`config.mk`:
```
export PLATFORM = sky130hd
export DESIGN_NAME = swrl_mul
export DESIGN_NICKNAME = d
export VERILOG_FILES = /design/src/design/swrl_pkg.sv /design/src/design/swrl_mul.sv
export SDC_FILE = /design/constraint.sdc
export NUM_CORES = 1
export LEC_CHECK = 0
export ABC_AREA = 1
export CAP_MARGIN = 10
export CORE_ASPECT_RATIO = 1.2
export CORE_MARGIN = 2
export CORE_UTILIZATION = 46
export DETAILED_ROUTE_END_ITERATION = 12
export DONT_BUFFER_PORTS = 1
export GPL_TIMING_DRIVEN = 0
export SLEW_MARGIN = 5
export SYNTH_ARGS = -nofsm -noshare
export SYNTH_HDL_FRONTEND = slang
export SYNTH_SLANG_ARGS = --single-unit
export TNS_END_PERCENT = 1
```
`constraint.sdc`:
```
create_clock -name clk_i -period 8 [get_ports clk_i]
set_clock_uncertainty 0.1 [all_clocks]
set_input_delay 0.8 -clock clk_i [delete_from_list [all_inputs] [get_ports clk_i]]
set_output_delay 0.8 -clock clk_i [all_outputs]
set_load 0.01 [all_outputs]
```
`src/design/swrl_pkg.sv`:
```
`timescale 1ns / 1ps

package swrl_pkg;

  localparam int unsigned SLOT_W   = 6;
  localparam int unsigned IN_TIME_W = 48;
  localparam int unsigned LEN_W    = 32;
  localparam int unsigned CNT_W    = 16;
  localparam int unsigned MUL_A_W  = CNT_W + 1;
  localparam int unsigned PROD_W   = MUL_A_W + LEN_W;
  localparam int unsigned ACC_W    = PROD_W + 1;
  localparam int unsigned CFG_IDX_W  = 8;
  localparam int unsigned CFG_DATA_W = 32;
  localparam int unsigned S_TDATA_W  = 56;
  localparam int unsigned M_TDATA_W  = 24;

  localparam logic [LEN_W-1:0] WINDOW_LENGTH_RST = 32'd60;
  localparam logic [CNT_W-1:0] REQUEST_LIMIT_RST = 16'd10;

  typedef enum logic [CFG_IDX_W-1:0] {
    CFG_WINDOW_LENGTH = 8'd0,
    CFG_REQUEST_LIMIT = 8'd1
  } cfg_reg_e;

  typedef enum logic [3:0] {
    ST_CLEAR,
    ST_IDLE,
    ST_LOOKUP,
    ST_CHECK,
    ST_DIV,
    ST_MUL1,
    ST_MUL2,
    ST_MUL3,
    ST_CMP,
    ST_RESP
  } state_e;

  typedef struct packed {
    logic busy;
    logic done;
    logic ge2;
  } div_stat_t;

endpackage

```
`src/design/swrl_mul.sv`:
```
`timescale 1ns / 1ps

module swrl_mul import swrl_pkg::*; (
  input  logic               clk_i,
  input  logic [MUL_A_W-1:0] a_i,
  input  logic [LEN_W-1:0]   b_i,
  output logic [PROD_W-1:0]  p_o
);

  logic [PROD_W-1:0] p_q, p_d;

  // product is registered: it lands in the cycle after the operands
  always_comb begin
    p_d = PROD_W'(a_i) * PROD_W'(b_i);
  end

  always_ff @(posedge clk_i) begin
    p_q <= p_d;
  end

  assign p_o = p_q;

endmodule

```
==> load_flow_metrics.sql <==
INSERT INTO impl_metrics (metric_group, metric, value, unit) VALUES
('run_status', 'outcome', 'complete, no violations', ''),
('finish', 'largest_reg_flops', '49', ''),
('clock_tree', 'post_cts.repair.setup_buffers', '0', ''),
('clock_tree', 'root_buffer', 'clkbuf_16', ''),
('route', 'wl_met3', '3951', 'microns'),
('timing', 'final.setup.worst_slack', '1.114', 'ns'),
('finish', 'ff_latch_area', '980.9', 'sq um'),
('clock_tree', 'clkTransAtPathRegs', '0.06', 'ns'),
('clock_tree', 'cts.sinks', '49', ''),
('timing', 'timing.slew.headroom', '29.74', '%'),
('finish', 'antenna-diode-count', '0', ''),
('global_route', 'grt_antenna_before_repair', '2', ''),
('job', 'max_cap_viol_count', '0', ''),
('critical_path', 'setup.worst_path.end_class', 'register', ''),
('route', 'drt.antenna.violating_nets', '0', ''),
('route', 'routed-wl-met2', '29600', 'microns'),
('synth', 'yosysWarnings', '0', ''),
('synth', 'synth_cells', '2727', ''),
('route', 'dr.max_layer_used', 'met5', ''),
('critical_path', 'cp-start-kind', 'input pin', ''),
('clock_tree', 'max-clock-path-buffers', '2', ''),
('clock_tree', 'post_cts.resized_instances', '0', ''),
('critical_path', 'worst_ep_arrival_time', '6.97', 'ns'),
('placed_design', 'gp_congestion', '0.9781', ''),
('synth', 'synth_nets', '3349', ''),
('synth', 'ys_seq_area_share', '4.941', '%'),
('timing', 'finalSetupViolations', '0', ''),
('critical_path', 'critical_path_buf_inv_count', '6', ''),
('finish', 'layout.filler_cells', '4356', ''),
('critical_path', 'worstPathMaxFanout', '10', ''),
('placed_design', 'hpwlAfterDp', '53730', 'microns'),
('hold_path', 'hold_path.class', 'in2reg', ''),
('placed_design', 'port_buffers', '0', ''),
('die', 'floorplan.io_pins', '99', ''),
('critical_path', 'timing.setup.critical_path_class', 'in2reg', ''),
('clock_tree', 'ctsHtreeMaxLevel', '2', ''),
('route', 'drt-met1-wl', '25800', 'microns'),
('die', 'core-area', '42680', 'sq um'),
('route', 'dr_total_vias', '16100', ''),
('critical_path', 'path_cells', 'clkbuf_1 -> clkbuf_1 -> nand2_1 -> fa_1 -> inv_1 -> fa_1 -> fa_1 -> fa_1 -> fa_1 -> inv_1 -> fa_1 -> inv_1 -> ha_1 -> nand2_1 -> inv_1 -> nand2_1 -> nor2_2 -> nand4_1 -> nand3_1 -> nand2_1 -> nand3_1 -> nand2_1', ''),
('finish', 'layout-area-overhead-vs-synth', '4.197', '%'),
('critical_path', 'worst_ep_required_time', '8.08', 'ns'),
('global_route', 'globalRouteOverflowTotal', '0', ''),
('global_route', 'grt_start_max_net_pins', '16', ''),
('timing', 'timing_max_transition_violations_final', '0', ''),
('timing', 'timing.setup.tns', '0', 'ns'),
('global_route', 'globalRouteTotalUtil', '29.10', '%'),
('synth', 'post-synth-top-area-cell', 'fa_1', ''),
('route', 'routed_via_count_divided_by_cell_count', '4.899', ''),
('critical_path', 'critical_path.max_stage_delay', '0.61', 'ns'),
('route', 'dr.pass1.iters', '6', ''),
('synth', 'synth_area_leaders', 'fa_1 45%, inv_1 17%, nand2_1 17%', ''),
('timing', 'post-route-min-period', '6.886', 'ns'),
('die', 'chipHeight', '231.6', 'microns'),
('critical_path', 'cp_top_family', 'adder cells', ''),
('synth', 'synth_area', '19850', 'sq um'),
('timing', 'rsz0062_at_grt', 'false', ''),
('timing', 'worst_pin_slew', '1.054', 'ns'),
('synth', 'yosysUniqueCellTypes', '26', ''),
('global_route', 'grt_first_pass_wirelength', '98780', 'microns'),
('synth', 'synth_top_area_share', '45.27', '%'),
('route', 'routed_wirelength_normalized_by_instance_count', '19.06', 'microns'),
('finish', 'fraction_of_layout_cells_with_a_size_suffix_above_1', '1.901', '%'),
('synth', 'syn_area_per_cell', '7.281', 'sq um'),
('die', 'start_util', '46.52', '%'),
('route', 'postRouteWirelength', '62660', 'microns'),
('critical_path', 'cp_slowest_cell', 'fa_1', ''),
('global_route', 'first_global_vias', '17340', ''),
('finish', 'final_util', '48.47', '%'),
('timing', 'fin_crit_sh', '86.08', '%'),
('die', 'die_width', '193.7', 'microns');
[cell type report]
| cell class | count | area share (%) |
|---|---|---|
| multi-input cells | 1667 | 72.89 |
| inverters | 896 | 16.26 |
| clock buffers | 6 | 0.6230 |
| flip-flops and latches | 49 | 4.742 |
| clock inverters | 2 | 0.06653 |
| plain buffers | 115 | 2.087 |
| well taps | 552 | 3.339 |
[synthesized netlist by cell type]
library cell / count
a21oi_1: 28
clkbuf_1: 115
nand2_1: 884
nand3_1: 35
nor3_1: 2
inv_1: 890
nor2_4: 7
dfxtp_1: 49
fa_1: 449
inv_2: 6
nand4_1: 5
and3_1: 1
o21ai_0: 1
ha_1: 123
a31oi_1: 4
nor2_1: 58
nand3_2: 7
xor2_1: 21
xnor2_1: 7
and2_1: 1
nor2_2: 10
or2_0: 1
nand2_2: 15
o21bai_1: 6
nand3b_1: 1
nor4_1: 1
[final timing paths]
check / startpoint / endpoint / slack, ns / depth (start not counted)
worst max-delay path: b_i[8] / p_o[39] / 1.11 / 22
worst min-delay path: a_i[0] / p_o[0] / 0.58 / 2
[cells in the final DEF, fill, tap and decap left out, types with 21 or more instances in the layout]
cell      instances
a21oi_1          28
nor2_1           58
fa_1            449
xor2_1           21
nand3_1          35
nand2_1         884
inv_1           890
dfxtp_1          49
clkbuf_1        116
ha_1            123
[through the flow]
stage | area, sq um | hold WS (ns) | instances
after global placement | 20540 | 0.8821 | 3279
after floorplan | 19850 | 0.7935 | 2727
after global routing | 20690 | 0.5934 | 3287
final | 20690 | 0.5788 | 3287
after detailed placement | 20540 | 0.8845 | 3279
after CTS | 20690 | 0.5812 | 3287
[routing by layer]
| layer | track usage, % | up-vias |
|---|---|---|
| li1 | - | 7437 |
| met1 | 38.48 | 7915 |
| met2 | 48.81 | 613 |
| met3 | 2.852 | 134 |
| met4 | 12.86 | 4 |
| met5 | 0 | - |
[cells by family (layout without fill, tap and decap cells)]
kind of cell	Yosys count	count (layout)	share of synthesized area [%]
buffers and inverters	1011	1019	19.11
XOR/XNOR	28	28	1.235
flip-flops	49	49	4.941
adder cells (fa/ha/maj)	572	572	53.02
AO/OA/AOI/OAI	39	39	1.084
AND/OR/NAND/NOR	1028	1028	20.60
Power is not shown: default switching activity piles up to over one toggle a cycle in this logic, so the estimate is an artifact.
