<file path="config.mk">
export PLATFORM = sky130hd
export DESIGN_NAME = swrl_div
export DESIGN_NICKNAME = d
export VERILOG_FILES = /design/src/design/swrl_pkg.sv /design/src/design/swrl_div.sv
export SDC_FILE = /design/constraint.sdc
export NUM_CORES = 1
export LEC_CHECK = 0
export BUFFER_PORTS_ARGS = -buffer_cell sky130_fd_sc_hd__buf_2
export CAP_MARGIN = 0
export CORE_MARGIN = 2
export CORE_UTILIZATION = 45
export DETAILED_ROUTE_END_ITERATION = 8
export HOLD_SLACK_MARGIN = 0.08
export PLACE_DENSITY_LB_ADDON = 0.15
export SYNTH_ARGS = -nofsm -noshare
export SYNTH_HDL_FRONTEND = slang
export SYNTH_SLANG_ARGS = --single-unit
</file>
<file path="constraint.sdc">
create_clock -name clk_i -period 8.2 [get_ports clk_i]
set_input_delay 0 -clock clk_i [delete_from_list [all_inputs] [get_ports clk_i]]
set_output_delay 0 -clock clk_i [all_outputs]
set_load 0.005 [all_outputs]
</file>
<file path="src/design/swrl_pkg.sv">
`timescale 1ns / 1ps

package swrl_pkg;

  localparam int unsigned SLOT_W   = 6;
  localparam int unsigned IN_TIME_W = 48;
  localparam int unsigned LEN_W    = 32;
  localparam int unsigned CNT_W    = 16;
  localparam int unsigned MUL_A_W  = CNT_W + 1;
  localparam int unsigned PROD_W   = MUL_A_W + LEN_W;
  localparam int unsigned ACC_W    = PROD_W + 1;
  localparam int unsigned CFG_IDX_W  = 8;
  localparam int unsigned CFG_DATA_W = 32;
  localparam int unsigned S_TDATA_W  = 56;
  localparam int unsigned M_TDATA_W  = 24;

  localparam logic [LEN_W-1:0] WINDOW_LENGTH_RST = 32'd60;
  localparam logic [CNT_W-1:0] REQUEST_LIMIT_RST = 16'd10;

  typedef enum logic [CFG_IDX_W-1:0] {
    CFG_WINDOW_LENGTH = 8'd0,
    CFG_REQUEST_LIMIT = 8'd1
  } cfg_reg_e;

  typedef enum logic [3:0] {
    ST_CLEAR,
    ST_IDLE,
    ST_LOOKUP,
    ST_CHECK,
    ST_DIV,
    ST_MUL1,
    ST_MUL2,
    ST_MUL3,
    ST_CMP,
    ST_RESP
  } state_e;

  typedef struct packed {
    logic busy;
    logic done;
    logic ge2;
  } div_stat_t;

endpackage

</file>
<file path="src/design/swrl_div.sv">
`timescale 1ns / 1ps

module swrl_div import swrl_pkg::*; #(
  parameter int unsigned TW = 48
) (
  input  logic             clk_i,
  input  logic             rst_ni,
  input  logic             start_i,
  input  logic [TW-1:0]    dividend_i,
  input  logic [LEN_W-1:0] divisor_i,
  output logic [LEN_W-1:0] rem_o,
  output div_stat_t        stat_o
);

  localparam int unsigned CW = $clog2(TW);

  logic          busy_q, busy_d;
  logic          done_q, done_d;
  logic [CW-1:0] cnt_q, cnt_d;
  logic [LEN_W-1:0] rem_q, rem_d;
  logic [TW-1:0]    quo_q, quo_d;
  logic [LEN_W-1:0] dvs_q, dvs_d;
  logic [LEN_W:0]   trial;
  logic [LEN_W:0]   diff;
  logic             take;

  // one quotient bit a cycle, dividend shifts out of the quotient register
  always_comb begin
    trial = {rem_q, quo_q[TW-1]};
    diff  = trial - {1'b0, dvs_q};
    take  = (trial >= {1'b0, dvs_q});
  end

  always_comb begin
    busy_d = busy_q;
    done_d = 1'b0;
    cnt_d  = cnt_q;
    rem_d  = rem_q;
    quo_d  = quo_q;
    dvs_d  = dvs_q;
    if (start_i && !busy_q) begin
      busy_d = 1'b1;
      cnt_d  = CW'(TW - 1);
      rem_d  = '0;
      quo_d  = dividend_i;
      dvs_d  = divisor_i;
    end else if (busy_q) begin
      rem_d = take ? diff[LEN_W-1:0] : trial[LEN_W-1:0];
      quo_d = {quo_q[TW-2:0], take};
      cnt_d = cnt_q - CW'(1);
      if (cnt_q == CW'(0)) begin
        busy_d = 1'b0;
        done_d = 1'b1;
      end
    end
  end

  always_ff @(posedge clk_i or negedge rst_ni) begin
    if (!rst_ni) begin
      busy_q <= 1'b0;
      done_q <= 1'b0;
      cnt_q  <= '0;
    end else begin
      busy_q <= busy_d;
      done_q <= done_d;
      cnt_q  <= cnt_d;
    end
  end

  always_ff @(posedge clk_i) begin
    rem_q <= rem_d;
    quo_q <= quo_d;
    dvs_q <= dvs_d;
  end

  assign rem_o       = rem_q;
  assign stat_o.busy = busy_q;
  assign stat_o.done = done_q;
  assign stat_o.ge2  = |quo_q[TW-1:1];

endmodule

</file>
==> flow_metrics.py, run 1 <==
metrics = {
    "floorplanning": {
        "die_area_mm2": 0.0163,
        "coreArea_mm2": 0.0151,
        "initial_core_util_pct": 45.8,
        "num_rows": 45,
        "io_pins": 118,
        "die_h_um": 128,
        "die_w_um": 128,
    },
    "detailed_routing": {
        "drtIter0Drc": 383,
        "dr_total_vias": 5513,
        "wl_per_cell_um": 16.6,
        "via_per_inst": 5.39,
        "drc": 0,
        "wl_um": 17000,
        "ant_nets": 0,
        "dr.pass1.iters": 5,
    },
    "sta": {
        "drv_slew": 0,
        "rsz0062_at_grt": "false",
        "finalHoldViolCount": 0,
        "worst_slew_pin_slew_ps": 818,
        "max_freq_mhz": 289,
        "worst_slew_margin_rel_pct": 45.4,
        "skew_ps": 12.9,
        "period_needed_ps": 3460,
        "fin_tns_setup_ps": 0,
        "finalSetupViolations": 0,
        "finalCritPeriodShare_pct": 42.2,
    },
    "clocking": {
        "clock_sinks": 120,
        "cts_tree": "yes",
        "htree_num_levels": 4,
        "ctsRootBufferMaster": "clkbuf_16",
        "clk_latency_ps": 430,
        "clock_tree.buffer_depth": 2,
        "cts_resized": 0,
        "path_clk_slew_ps": 60,
        "cts_buffers": 17,
    },
    "outcome": {
        "status": "finished, final reports clean",
    },
    "synth": {
        "netlist_area_mm2": 0.00690,
        "yosysMostFrequentCell": "edfxtp_1",
        "synth_async_sr_flop_share_pct": 6.67,
        "syn_inst": 626,
        "yosysTopAreaCellShare_pct": 34.8,
        "yosysSeqAreaShare_pct": 47.0,
        "synth_nets": 743,
        "ys_top_cells_by_area": "edfxtp_1 35%, mux2_2 9.8%, dfxtp_1 9.3%, ha_1 6.0%, dfrtp_1 2.9%",
        "yosys.area.top_type": "edfxtp_1",
        "yosys_warnings": 0,
        "ys_ff_latch": 120,
        "ys_types": 70,
        "synth-main-ff-cell": "edfxtp_1",
        "avgSynthCellArea_um2": 11.0,
        "synth_common_cells": "80 x edfxtp_1, 60 x mux2_2, 45 x nand2_1",
        "synth-edff-count": 80,
    },
    "cells_and_area": {
        "nFillCells": 1292,
        "syn_to_final_growth_pct": 30.1,
        "final_core_util_pct": 59.5,
        "drive_gt1_share_pct": 27.6,
        "antenna_cells": 0,
        "final_nets": 938,
    },
    "global_route": {
        "grt_pass1_vias": 5740,
        "grt_use_total_pct": 21.4,
        "grt_overflow": 0,
        "grt_max_degree": 57,
        "antenna_found_initial": 0,
        "grt_pass1_wl_um": 27400,
    },
    "critical_path": {
        "slowest_stage": "a31oi_4",
        "critPathLaunchType": "register",
        "end_kind": "register",
        "cp_max_fo": 23,
        "cp_cell_sequence": "inv_1 -> ha_1 -> and2_1 -> nand3_1 -> nor4_1 -> a211oi_1 -> a31oi_4 -> buf_4 -> mux2_2 -> a22o_1",
        "cp_data_arrival_time_ps": 3790,
        "worstSetupPathType": "reg2reg",
        "slowest_delay_ps": 590,
        "required_ps": 8520,
    },
    "place": {
        "place.gp.congestion": 0.910,
        "dpl.hpwl_um": 11400,
        "portBuffers": 117,
    },
    "power_and_ir_drop": {
        "p_leak_uw": 0.00385,
        "ir_drop_v": 0.000201,
        "powerDensity_mw_per_mm2": 386,
    },
    "run": {
        "drv_cap": 0,
    },
    "min_path": {
        "hp-class": "in2reg",
    },
}
==> worst paths after layout <==
| path | slack, ps | startpoint | end | cells after the start |
|---|---|---|---|---|
| hold / removal | 280 | divisor_i[21] | dvs_q[21] | 2 |
| max in group asynchronous | 7370 | rst_ni | cnt_q[0] | 3 |
| setup reg to reg | 4740 | dvs_q[26] | rem_o[23] | 10 |
| setup / recovery | 4740 | dvs_q[26] | rem_o[23] | 10 |
| hold reg to reg | 500 | cnt_q[5] | done_q | 1 |
| min in group asynchronous | 550 | rst_ni | done_q | 3 |
==> timing repair <==
item,in CTS,in global routing
hold buffers,83,0
setup buffers,0,0
hold endpoints to repair,95,0
==> metrics by stage <==
stage / std cells / power, µW / hold WS (ps) / worst slack [ps] / area [µm²]
floorplan: 626 / 2310 / -296 / 5500 / 6900
detailed placement: 907 / 2650 / -144 / 4740 / 7540
global route: 1022 / 3720 / 279 / 4490 / 8980
CTS: 1022 / 3470 / 269 / 4700 / 8980
finish: 1022 / 3470 / 282 / 4740 / 8980
global placement: 907 / 2610 / -149 / 4830 / 7540
==> sequential cells by signal, summed over array words and instances, names as in the netlist <==
signal / count
quo_q: 48
rem_o: 32
busy_q: 1
dvs_q: 32
cnt_q: 6
done_q: 1
==> final cells by class <==
class | instances | area, µm² | share of cell area, %
clock buffer | 18 | 439 | 4.89
clock inverter | 14 | 174 | 1.94
inverter | 42 | 158 | 1.75
multi-input combinational | 435 | 3280 | 36.5
sequential | 120 | 3240 | 36.1
tap | 188 | 235 | 2.62
timing repair buffer | 205 | 1450 | 16.2
==> critical path: cells and delay by family (launching register included) <==
kind                       cells  cell delay [ps]
AOI/OAI and AO/OA              3              960
and+or+nand+nor                3              800
buffers and inverters          2              440
adders and majority gates      1              420
muxes                          1              370
DFF                            1              330
==> layout by cell type, fill, tap and decap left out, drive strengths merged, types with 10 or more instances in the layout <==
cell type,Yosys,layout
nor4,12,12
nand2,46,46
buf,18,122
nor2,26,26
nand2b,13,13
inv,42,43
nor3,12,12
a22o,14,14
clkbuf,11,18
ha,33,33
dfxtp,32,32
nand4,10,10
xor2,12,12
a21oi,37,37
a21o,18,18
xnor2,16,16
edfxtp,80,80
o21ai,25,25
mux2,60,60
dlygate4sd3,0,83
==> logic make-up after synthesis <==
family                   share of synthesized area (%)
XOR/XNOR                                          3.55
multiplexers                                      10.9
AND/OR/NAND/NOR                                   11.5
AO/OA/AOI/OAI                                     15.2
adder cells (fa/ha/maj)                           6.27
flip-flops                                        47.0
buffers and inverters                             5.62
==> layer usage <==
metal / up-vias / global-route usage, % / part of all wire (%)
met5: - / 0 / 0
met4: 0 / 7.56 / 1.7
met3: 26 / 6.05 / 5.2
met2: 149 / 37.5 / 49
met1: 2620 / 25.1 / 44
li1: 2718 / - / -
==> report_power, final <==
group          total, µW  leakage (µW)  internal [µW]  switching (µW)
combinational       1570       0.00239            774             800
sequential          1120       0.00117            937             181
clock                780      0.000291            487             293
total               3470       0.00385           2200            1270
Power figures use the tool's default switching activity.
==> inputs of run 2 (changes only) <==
- clock period: 8.2 -> 2.9 ns (I/O delays scaled with it)
==> flow_metrics.py, run 2 (synthesized netlist as in run 1, its figures left out) <==
metrics = {
    "critical_path": {
        "cp_data_arrival_time_ps": 3090,
        "end_kind": "register",
        "cp_max_fo": 17,
        "worstSetupPathType": "reg2reg",
        "required_ps": 3210,
        "rr_worst_depth": 8,
        "critPathLaunchType": "register",
    },
    "outcome": {
        "status": "finished, final reports clean",
    },
    "sta": {
        "max_freq_mhz": 360,
        "period_needed_ps": 2780,
        "finalSetupViolations": 0,
        "fin_tns_setup_ps": 0,
        "worst_slew_margin_rel_pct": 59.3,
        "drv_slew": 0,
        "finalHoldViolCount": 0,
        "worst_slew_pin_slew_ps": 605,
        "finalCritPeriodShare_pct": 95.9,
        "skew_ps": 9.78,
    },
    "clocking": {
        "cts_buffers": 17,
        "path_clk_slew_ps": 60,
        "clock_tree.buffer_depth": 2,
        "htree_num_levels": 4,
        "clock_sinks": 120,
        "ctsRootBufferMaster": "clkbuf_16",
        "clk_latency_ps": 430,
        "cts_tree": "yes",
    },
    "floorplanning": {
        "die_w_um": 128,
        "io_pins": 118,
        "die_area_mm2": 0.0163,
        "coreArea_mm2": 0.0151,
        "num_rows": 45,
        "initial_core_util_pct": 45.8,
        "die_h_um": 128,
    },
    "global_route": {
        "grt_pass1_vias": 5872,
        "grt_use_total_pct": 22.7,
        "grt_max_degree": 41,
        "grt_overflow": 0,
        "grt_pass1_wl_um": 28700,
        "antenna_found_initial": 0,
    },
    "place": {
        "dpl.hpwl_um": 12200,
        "portBuffers": 117,
        "place.gp.congestion": 0.918,
        "placed_cells": 935,
    },
    "cells_and_area": {
        "final_common_cell": "buf_2",
        "layout_common_cells": "117 x buf_2, 83 x dlygate4sd3_1, 80 x edfxtp_1",
        "largest_reg_flops": 48,
        "syn_to_final_growth_pct": 33.0,
        "fin_cells": 1055,
        "drive_gt1_share_pct": 30.8,
        "regMostFlops": "quo_q",
        "antenna_cells": 0,
        "final_nets": 971,
        "final_core_util_pct": 60.8,
    },
    "detailed_routing": {
        "dr.pass1.iters": 5,
        "wl_per_cell_um": 17.1,
        "wl_um": 18000,
        "dr_total_vias": 5643,
        "via_per_inst": 5.35,
        "drc": 0,
        "ant_nets": 0,
        "drtIter0Drc": 382,
    },
    "power_and_ir_drop": {
        "powerDensity_mw_per_mm2": 1080,
        "ir_drop_v": 0.000714,
        "p_leak_uw": 0.00396,
    },
    "min_path": {
        "whs_path_depth": 2,
        "hp-class": "in2reg",
    },
    "run": {
        "drv_cap": 0,
    },
}
## run 2: changes by cell type in the layout (fill, tap and decap cells not counted), sizes merged
cell      delta
clkinvlp     +1
buf         +33
bufinv       -3
inv          -2
clkinv       -1
clkbuf       +5
## run 2: final timing paths
| path | from | end | slack, ps |
|---|---|---|---|
| worst min register to register | cnt_q[5] | cnt_q[5] | 500 |
| max in group asynchronous | rst_ni | cnt_q[5] | 2070 |
| worst max register to register | rem_o[24] | rem_o[17] | 120 |
| worst max-delay path | rem_o[24] | rem_o[17] | 120 |
| worst min-delay path | divisor_i[25] | dvs_q[25] | 280 |
| min in group asynchronous | rst_ni | cnt_q[3] | 560 |
## run 2: worst max-delay path, cell delays in order (launching register included)
cell and delay (ps):
dfxtp_1 350, ha_2 390, nand2_1 100, or4_4 570, o211a_1 290, a31oi_4 250
buf_12 190, mux2_2 350, a22o_1 170
## run 2: where the power goes
part           internal, µW  switching (µW)  total, µW
logic                  2490            2380       4870
registers              2650             509       3160
clock network          1120             759       1880
## run 2: repair_timing
action                                  4_1_cts  5_1_grt
resized for setup                             0        9
endpoints found under the hold margin        94        0
setup buffers                                 0        5
hold buffers                                 83        0
endpoints found under the setup margin        0       28
## run 2: stage by stage
| stage | hold slack (ps) | worst slack, ps | power [µW] | cell area [µm²] |
|---|---|---|---|---|
| 3_5_place_dp | -150 | 88.2 | 7780 | 7760 |
| 6_report | 283 | 119 | 9910 | 9180 |
| 3_3_place_gp | -156 | 102 | 7680 | 7760 |
| 5_1_grt | 278 | -72.6 | 10600 | 9180 |
| 4_1_cts | 262 | 54.1 | 9780 | 9120 |
| 2_1_floorplan | -296 | 197 | 6530 | 6900 |
## run 2: layout make-up
class	instances	area [µm²]
clock buffer	23	468
clock inverter	9	55.1
fill	1264	5910
inverter	42	158
multi-input combinational	435	3310
sequential	120	3240
tap	188	235
timing repair buffer	238	1710
## run 2: per-layer routing
metal	up-vias	GRT usage [%]	share of wire, %
met4	0	8.14	2.1
met1	2673	25.6	42
met3	28	6.22	5.2
met5	-	0	0
met2	154	41.1	51
li1	2788	-	-
